### src/hdl/kfr_pkg.sv
`timescale 1ns / 1ps
`default_nettype none
// ----------------------------------------------------------------------------
// Kalman residual filter package
// Field widths, register indexes, reset values and operation codes.
// ----------------------------------------------------------------------------
package kfr_pkg;

	localparam int SAMPLE_W = 16;
	localparam int REG_W    = 24;
	localparam int IDX_W    = 2;

	typedef logic signed [SAMPLE_W-1:0] sample_t;
	typedef logic        [REG_W-1:0]    reg_t;
	typedef logic        [IDX_W-1:0]    reg_idx_t;

	localparam reg_idx_t REG_PROCESS_NOISE     = 2'd0;
	localparam reg_idx_t REG_MEASUREMENT_NOISE = 2'd1;
	localparam reg_idx_t REG_INITIAL_ERROR     = 2'd2;

	localparam reg_t RST_PROCESS_NOISE     = 24'd655;
	localparam reg_t RST_MEASUREMENT_NOISE = 24'd65536;
	localparam reg_t RST_INITIAL_ERROR     = 24'd65536;

	localparam reg_t P_MAX = 24'hFFFFFF;

	localparam logic OP_SAMPLE  = 1'b0;
	localparam logic OP_RESTART = 1'b1;

endpackage
`default_nettype wire

### src/hdl/kfr_sample_if.sv
`timescale 1ns / 1ps
`default_nettype none
// ----------------------------------------------------------------------------
// Kalman residual filter sample channel
// Valid/ready channel carrying one input item.
// ----------------------------------------------------------------------------
interface kfr_sample_if;
	logic             valid;
	logic             ready;
	logic             op;
	kfr_pkg::sample_t sample;
	logic             frame_last;

	modport source (output valid, output op, output sample, output frame_last, input ready);
	modport sink   (input valid, input op, input sample, input frame_last, output ready);
endinterface
`default_nettype wire

### src/hdl/kfr_result_if.sv
`timescale 1ns / 1ps
`default_nettype none
// ----------------------------------------------------------------------------
// Kalman residual filter result channel
// Valid/ready channel carrying one result item.
// ----------------------------------------------------------------------------
interface kfr_result_if;
	logic             valid;
	logic             ready;
	kfr_pkg::sample_t residual;
	logic             last;

	modport source (output valid, output residual, output last, input ready);
	modport sink   (input valid, input residual, input last, output ready);
endinterface
`default_nettype wire

### src/hdl/scalar_kalman_residual_filter_top.sv
`timescale 1ns / 1ps
`default_nettype none
// ----------------------------------------------------------------------------
// Scalar Kalman residual filter
// One-dimensional Kalman tracker on Q1.15 samples; emits sample minus the new
// estimate. A restoring serial divider and one shared 18x26 multiplier run
// under a small sequencer.
// A sample's result is registered after the 16-step gain division, three
// passes through the shared multiplier and the error update; a restart item
// gives no result. No new item is accepted until the last sample's result has
// moved into the output register, which waits while a result is untaken.
// Reset: registers take their reset values, error estimate = initial error,
// tracked estimate = 0, no result pending.
// ----------------------------------------------------------------------------
module scalar_kalman_residual_filter_top (
	input  wire logic              clk,
	input  wire logic              arst_n,
	input  wire logic              cfg_we,
	input  wire kfr_pkg::reg_idx_t cfg_idx,
	input  wire kfr_pkg::reg_t     cfg_data,
	kfr_sample_if.sink             sample_ch,
	kfr_result_if.source           residual_ch
);

	localparam logic [2:0] S_IDLE = 3'd0;
	localparam logic [2:0] S_DIV  = 3'd1;
	localparam logic [2:0] S_MK   = 3'd2;
	localparam logic [2:0] S_EST  = 3'd3;
	localparam logic [2:0] S_MT1  = 3'd4;
	localparam logic [2:0] S_MT2  = 3'd5;
	localparam logic [2:0] S_SUM  = 3'd6;
	localparam logic [2:0] S_OUT  = 3'd7;

	function automatic kfr_pkg::sample_t sat16(input logic signed [17:0] v);
		if (v > 18'sd32767)
			return 16'sh7FFF;
		else if (v < -18'sd32768)
			return 16'sh8000;
		else
			return v[15:0];
	endfunction

	logic [2:0]        state_q;
	logic [3:0]        cnt_q;
	kfr_pkg::reg_t     q_q, r_q, init_q;
	kfr_pkg::reg_t     p_q;
	kfr_pkg::sample_t  est_q;
	kfr_pkg::sample_t  x_q;
	logic              last_q;
	logic [24:0]       den_q;
	logic [24:0]       rem_q;
	logic [15:0]       qt_q;
	logic [15:0]       k_q;
	logic signed [43:0] mul_q;
	logic [16:0]       mag_q;
	kfr_pkg::sample_t  res_q;
	logic [24:0]       t1_q;
	logic              ov_q;
	kfr_pkg::sample_t  ores_q;
	logic              olast_q;

	logic              acc;
	logic [25:0]       sh;
	logic              ge;
	logic [15:0]       kfix;
	logic signed [16:0] d;
	logic signed [17:0] mul_a;
	logic signed [25:0] mul_b;
	logic signed [43:0] rnd;
	logic signed [17:0] step18;
	logic signed [17:0] sum18;
	kfr_pkg::sample_t  newest;
	logic signed [16:0] step2;
	logic signed [17:0] resid18;
	logic [26:0]       t2;
	logic [27:0]       np;

	assign sample_ch.ready = (state_q == S_IDLE);
	assign acc = sample_ch.valid && sample_ch.ready;

	assign sh   = {rem_q, 1'b0};
	assign ge   = sh >= {1'b0, den_q};
	assign kfix = (r_q == '0) ? ((p_q != '0) ? 16'hFFFF : 16'h0000) : qt_q;
	assign d    = 17'(x_q) - 17'(est_q);

	always_comb begin
		case (state_q)
			S_MK: begin
				mul_a = signed'({2'b00, kfix});
				mul_b = 26'(d);
			end
			S_MT1: begin
				mul_a = signed'({1'b0, 17'(18'd65536 - {2'b00, k_q})});
				mul_b = signed'({2'b00, p_q});
			end
			default: begin
				mul_a = signed'({1'b0, mag_q});
				mul_b = signed'({2'b00, q_q});
			end
		endcase
	end

	assign rnd     = mul_q + 44'sd32768;
	assign step18  = rnd[33:16];
	assign sum18   = 18'(est_q) + step18;
	assign newest  = sat16(sum18);
	assign step2   = 17'(newest) - 17'(est_q);
	assign resid18 = 18'(x_q) - 18'(newest);
	assign t2      = 27'((mul_q[42:0] + 43'd16384) >> 15);
	assign np      = {3'b000, t1_q} + {1'b0, t2};

	always_ff @(posedge clk or negedge arst_n) begin
		if (!arst_n) begin
			q_q    <= kfr_pkg::RST_PROCESS_NOISE;
			r_q    <= kfr_pkg::RST_MEASUREMENT_NOISE;
			init_q <= kfr_pkg::RST_INITIAL_ERROR;
		end else if (cfg_we) begin
			case (cfg_idx)
				kfr_pkg::REG_PROCESS_NOISE:     q_q    <= cfg_data;
				kfr_pkg::REG_MEASUREMENT_NOISE: r_q    <= cfg_data;
				kfr_pkg::REG_INITIAL_ERROR:     init_q <= cfg_data;
				default: ;
			endcase
		end
	end

	always_ff @(posedge clk or negedge arst_n) begin
		if (!arst_n) begin
			state_q <= S_IDLE;
			cnt_q   <= '0;
			p_q     <= kfr_pkg::RST_INITIAL_ERROR;
			est_q   <= '0;
		end else begin
			case (state_q)
				S_IDLE: begin
					if (acc) begin
						if (sample_ch.op == kfr_pkg::OP_RESTART) begin
							p_q   <= init_q;
							est_q <= '0;
						end else begin
							state_q <= S_DIV;
							cnt_q   <= '0;
						end
					end
				end
				S_DIV: begin
					cnt_q <= cnt_q + 4'd1;
					if (cnt_q == 4'd15)
						state_q <= S_MK;
				end
				S_MK:  state_q <= S_EST;
				S_EST: begin
					est_q   <= newest;
					state_q <= S_MT1;
				end
				S_MT1: state_q <= S_MT2;
				S_MT2: state_q <= S_SUM;
				S_SUM: begin
					p_q     <= (np > {4'b0000, kfr_pkg::P_MAX}) ? kfr_pkg::P_MAX : np[23:0];
					state_q <= S_OUT;
				end
				S_OUT: begin
					if (!ov_q || residual_ch.ready)
						state_q <= S_IDLE;
				end
				default: state_q <= S_IDLE;
			endcase
		end
	end

	always_ff @(posedge clk) begin
		mul_q <= mul_a * mul_b;
		if (acc) begin
			x_q    <= sample_ch.sample;
			last_q <= sample_ch.frame_last;
			den_q  <= {1'b0, p_q} + {1'b0, r_q};
			rem_q  <= {1'b0, p_q};
		end
		if (state_q == S_DIV) begin
			rem_q <= ge ? 25'(sh - {1'b0, den_q}) : sh[24:0];
			qt_q  <= {qt_q[14:0], ge};
		end
		if (state_q == S_MK)
			k_q <= kfix;
		if (state_q == S_EST) begin
			mag_q <= step2[16] ? 17'(-step2) : 17'(step2);
			res_q <= sat16(resid18);
		end
		if (state_q == S_MT2)
			t1_q <= 25'((mul_q[42:0] + 43'd32768) >> 16);
		if (state_q == S_OUT && (!ov_q || residual_ch.ready)) begin
			ores_q  <= res_q;
			olast_q <= last_q;
		end
	end

	always_ff @(posedge clk or negedge arst_n) begin
		if (!arst_n)
			ov_q <= 1'b0;
		else if (state_q == S_OUT && (!ov_q || residual_ch.ready))
			ov_q <= 1'b1;
		else if (residual_ch.ready)
			ov_q <= 1'b0;
	end

	assign residual_ch.valid    = ov_q;
	assign residual_ch.residual = ores_q;
	assign residual_ch.last     = olast_q;

	a_div_len: assert property (@(posedge clk) disable iff (!arst_n)
		(state_q == S_DIV && cnt_q == 4'd15) |=> (state_q == S_MK))
		else $error("gain division did not end after sixteen steps");

	a_latency: assert property (@(posedge clk) disable iff (!arst_n)
		(acc && sample_ch.op == kfr_pkg::OP_SAMPLE) |-> ##22 (state_q == S_OUT))
		else $error("sample item did not reach output stage in time");

	a_restart: assert property (@(posedge clk) disable iff (!arst_n)
		(acc && sample_ch.op == kfr_pkg::OP_RESTART) |=>
		(p_q == $past(init_q) && est_q == '0 && state_q == S_IDLE))
		else $error("restart item did not reload filter state");

	a_est_hold: assert property (@(posedge clk) disable iff (!arst_n)
		(state_q != S_EST && !acc) |=> $stable(est_q))
		else $error("tracked estimate changed outside its update step");

endmodule
`default_nettype wire

### src/flat_wrapper.sv
// flat-port wrapper written by rule: the top's interface ports become plain ports
module scalar_kalman_residual_filter_top_flat 
  (clk, arst_n, cfg_we, cfg_idx, cfg_data, sample_ch_valid, sample_ch_op, sample_ch_sample, sample_ch_frame_last, sample_ch_ready, residual_ch_valid, residual_ch_residual, residual_ch_last, residual_ch_ready);
  kfr_sample_if sample_ch_i ();
  kfr_result_if residual_ch_i ();
  input  wire logic clk;
  input  wire logic arst_n;
  input  wire logic cfg_we;
  input  wire kfr_pkg::reg_idx_t cfg_idx;
  input  wire kfr_pkg::reg_t cfg_data;
  input wire logic [$bits(sample_ch_i.valid)-1:0] sample_ch_valid;
  input wire logic [$bits(sample_ch_i.op)-1:0] sample_ch_op;
  input wire logic [$bits(sample_ch_i.sample)-1:0] sample_ch_sample;
  input wire logic [$bits(sample_ch_i.frame_last)-1:0] sample_ch_frame_last;
  output wire logic [$bits(sample_ch_i.ready)-1:0] sample_ch_ready;
  output wire logic [$bits(residual_ch_i.valid)-1:0] residual_ch_valid;
  output wire logic [$bits(residual_ch_i.residual)-1:0] residual_ch_residual;
  output wire logic [$bits(residual_ch_i.last)-1:0] residual_ch_last;
  input wire logic [$bits(residual_ch_i.ready)-1:0] residual_ch_ready;
  assign sample_ch_i.valid = sample_ch_valid;
  assign sample_ch_i.op = sample_ch_op;
  assign sample_ch_i.sample = sample_ch_sample;
  assign sample_ch_i.frame_last = sample_ch_frame_last;
  assign sample_ch_ready = sample_ch_i.ready;
  assign residual_ch_valid = residual_ch_i.valid;
  assign residual_ch_residual = residual_ch_i.residual;
  assign residual_ch_last = residual_ch_i.last;
  assign residual_ch_i.ready = residual_ch_ready;
  scalar_kalman_residual_filter_top u_core (.clk(clk), .arst_n(arst_n), .cfg_we(cfg_we), .cfg_idx(cfg_idx), .cfg_data(cfg_data), .sample_ch(sample_ch_i), .residual_ch(residual_ch_i));
endmodule
### config.mk
export PLATFORM = sky130hd
export DESIGN_NAME = scalar_kalman_residual_filter_top_flat
export DESIGN_NICKNAME = d
export VERILOG_FILES = /design/src/hdl/kfr_pkg.sv /design/src/hdl/kfr_sample_if.sv /design/src/hdl/kfr_result_if.sv /design/src/hdl/scalar_kalman_residual_filter_top.sv /design/src/flat_wrapper.sv
export SDC_FILE = /design/constraint.sdc
export NUM_CORES = 2
export LEC_CHECK = 0
export CORE_AREA = 8 8 237 239
export DETAILED_ROUTE_END_ITERATION = 6
export DIE_AREA = 0 0 245 247
export DONT_BUFFER_PORTS = 1
export PLACE_DENSITY = 0.87
export REMOVE_ABC_BUFFERS = 1
export SLEW_MARGIN = 30
export SYNTH_ARGS = -nofsm -noshare
export SYNTH_HDL_FRONTEND = slang
export SYNTH_SLANG_ARGS = --single-unit
### constraint.sdc
create_clock -name clk -period 15.9 [get_ports clk]
set_input_delay 4.77 -clock clk [delete_from_list [all_inputs] [get_ports clk]]
set_output_delay 4.77 -clock clk [all_outputs]
set_load 0.05 [all_outputs]
==> reports/results.ini <==
[outcome]
status=complete, but fails checks
violations=design-rule violations

[finish]
nFillCells=3699
drive_gt1_frac=0.06948
area_delta_synth_final_pct=6.058
fin_area_mm2=0.03693
nNetsFinal=4385
final_cell_mix=inv_1, fa_1, nor2_1, nand2_1, ha_1
final_common_cell=inv_1

[job]
max_cap_violations=0

[cts]
cts_max_level=2
numCtsBuffers=34
clock-sinks=322
clk_latency_ns=0.53
post_cts_resized=0
cts_tree=done
clk_pin_slew_ns=0.06
cts_setup_buffers=0
clockRootBuffer=clkbuf_16
hold_buffers=0
clockBufferDepth=3

[timing]
max_slew_margin=0.2549
hold_slack_ns=0.4187
fin_crit_sh=0.6475
tightestPinTransition_ns=1.118
fin_skew_ns=0.01220
fmax_ghz=0.09713
hold_violations=0
grt_setup_unrepaired=false
final_max_slew_viol_count=0
tns_ns=0
setup_viol=0
period_minus_slack_ns=10.29

[worst_setup_path]
slowest_stage=a221oi_1
crit_type=flip-flop to flip-flop
rr_startpoint=u_core.r_q[22]$_DFFE_PN0P_
r2r_cells=30
crit_path_max_fanout=17
cp-endpoint=u_core.mul_q[41]$_DFF_P_
regToRegEndpoint=u_core.mul_q[41]$_DFF_P_
r2r_setup_slack_ns=5.61
path_common_cell=fa_1
startpoint=u_core.r_q[22]$_DFFE_PN0P_
crit_path_end_kind=flip-flop
crit_path_start_kind=flip-flop
required_ns=16.31
critical_path.max_stage_delay_ns=0.75
crit_arrival_ns=10.70

[floorplan]
dieArea_mm2=0.06052
row_count=84
die_y_um=247
start_util=0.6667
coreArea_mm2=0.05224
die_x_um=245
io-pin-count=68

[min_path]
worstHoldPathType=flip-flop to flip-flop
hp-start=u_core.res_q[15]$_SDFFCE_PN0P_

[detailed_routing]
route.detailed.wl_per_inst_um=22.34
drt_iter0_drc=3171
vias=27770
detail_route.drc_violations=1
firstDrtPassIters=7
ant_nets=0
wirelength_mm=98.07
viasPerCell=6.326

[synth]
synth-edff-count=174
synthesis.area_mm2=0.03482
ys_seq_area_frac=0.2527
synth_top_area_share=0.2391
syn_area_per_cell_um2=9.397
synthCells=3706
async_flop_share=0.3727
synth_area_leaders=fa_1, edfxtp_1, ha_1
ys.flop_type=edfxtp_1
synth_area_leader_cell=fa_1
synth.distinct_cells=99
yosysWarnings=0
ys_seq_elements=322

[place]
hpwl_mm=75.02
dpl_cell_area_mm2=0.03573
place_congestion=1.023
portBuffers=0

[global_route]
grt_pass1_vias=28020
grt_pass1_wl_mm=153.7
grt.total_usage=0.3232
grt-ovfl-total=0
antenna_found_initial=4
grt_max_degree=121

[cell type report]
class                   count  area (um^2)  area share
repair buffers             54        424.2     0.01148
well taps                 688        860.8     0.02331
inverters                 624         2342     0.06342
flip-flops and latches    322         8800      0.2383
diodes                      2        5.005   0.0001355
clock inverters            18        210.2    0.005691
multi-input cells        2638        23310      0.6312
clock buffers              43        978.4     0.02649
[per-layer routing]
metal / global-route usage / vias up / share of wire
li1: - / 12090 / -
met1: 0.4099 / 13530 / 0.36
met2: 0.5202 / 1728 / 0.46
met3: 0.07046 / 411 / 0.11
met4: 0.1675 / 0 / 0.061
met5: 0 / - / 0
[metrics by stage]
| step | utilization | setup WS (ns) | cells |
|---|---|---|---|
| CTS | 0.7067 | 5.976 | 4386 |
| global route | 0.7070 | 5.437 | 4388 |
| floorplan | - | 3.269 | 3584 |
| global placement | 0.6829 | 6.076 | 4321 |
| detailed placement | 0.6840 | 6.033 | 4325 |
| finish | 0.7071 | 5.605 | 4389 |
[flip-flops by register name (all words and copies together), names as in the netlist, 17 cells and up]
register,flops
u_core.den_q,25
u_core.init_q,24
u_core.mag_q,17
u_core.mul_q,28
u_core.p_q,24
u_core.q_q,24
u_core.r_q,24
u_core.rem_q,25
u_core.t1_q,25
[synthesized netlist by cell type, types with 31 or more instances]
cell / n
edfxtp_1: 174
nand3_1: 43
xnor2_1: 130
fa_1: 416
mux2_2: 75
o21a_1: 55
inv_1: 623
nor3_1: 54
ha_1: 246
o21ai_0: 121
nor2_1: 401
nor2b_1: 31
a21o_1: 47
nand2_1: 357
dfrtp_1: 111
a21oi_1: 165
clkbuf_1: 97
xor2_1: 80
[cells by family after synthesis]
logic type      share of synthesized area
xor+xnor                          0.05440
flops                              0.2527
other cells                     0.0001077
fa+ha+maj                          0.3281
compound gates                     0.1164
simple gates                       0.1360
mux                               0.03086
buf+inv                           0.08145
[critical path: cells and delay by family (launching register included)]
kind | cells | cell delay [ns]
compound gates | 9 | 3.51
fa+ha+maj | 7 | 3.16
buf+inv | 6 | 0.82
flops | 1 | 0.41
mux | 1 | 0.25
simple gates | 7 | 1.98
[worst min-delay path by stage]
stage | endpoint | slack [ns] | cells past startpoint
after floorplan | u_core.residual_ch.last$_DFFE_PP_ | 0.40 | 0
after global placement | u_core.residual_ch.last$_DFFE_PP_ | 0.40 | 0
after detailed placement | u_core.residual_ch.residual[15]$_DFFE_PP_ | 0.40 | 0
after CTS | u_core.residual_ch.residual[15]$_DFFE_PP_ | 0.42 | 0
after global routing | u_core.residual_ch.residual[0]$_DFFE_PP_ | 0.43 | 0
final | u_core.residual_ch.residual[15]$_DFFE_PP_ | 0.42 | 0
Power is not shown: default switching activity piles up to over one toggle a cycle in this logic, so the estimate is an artifact.
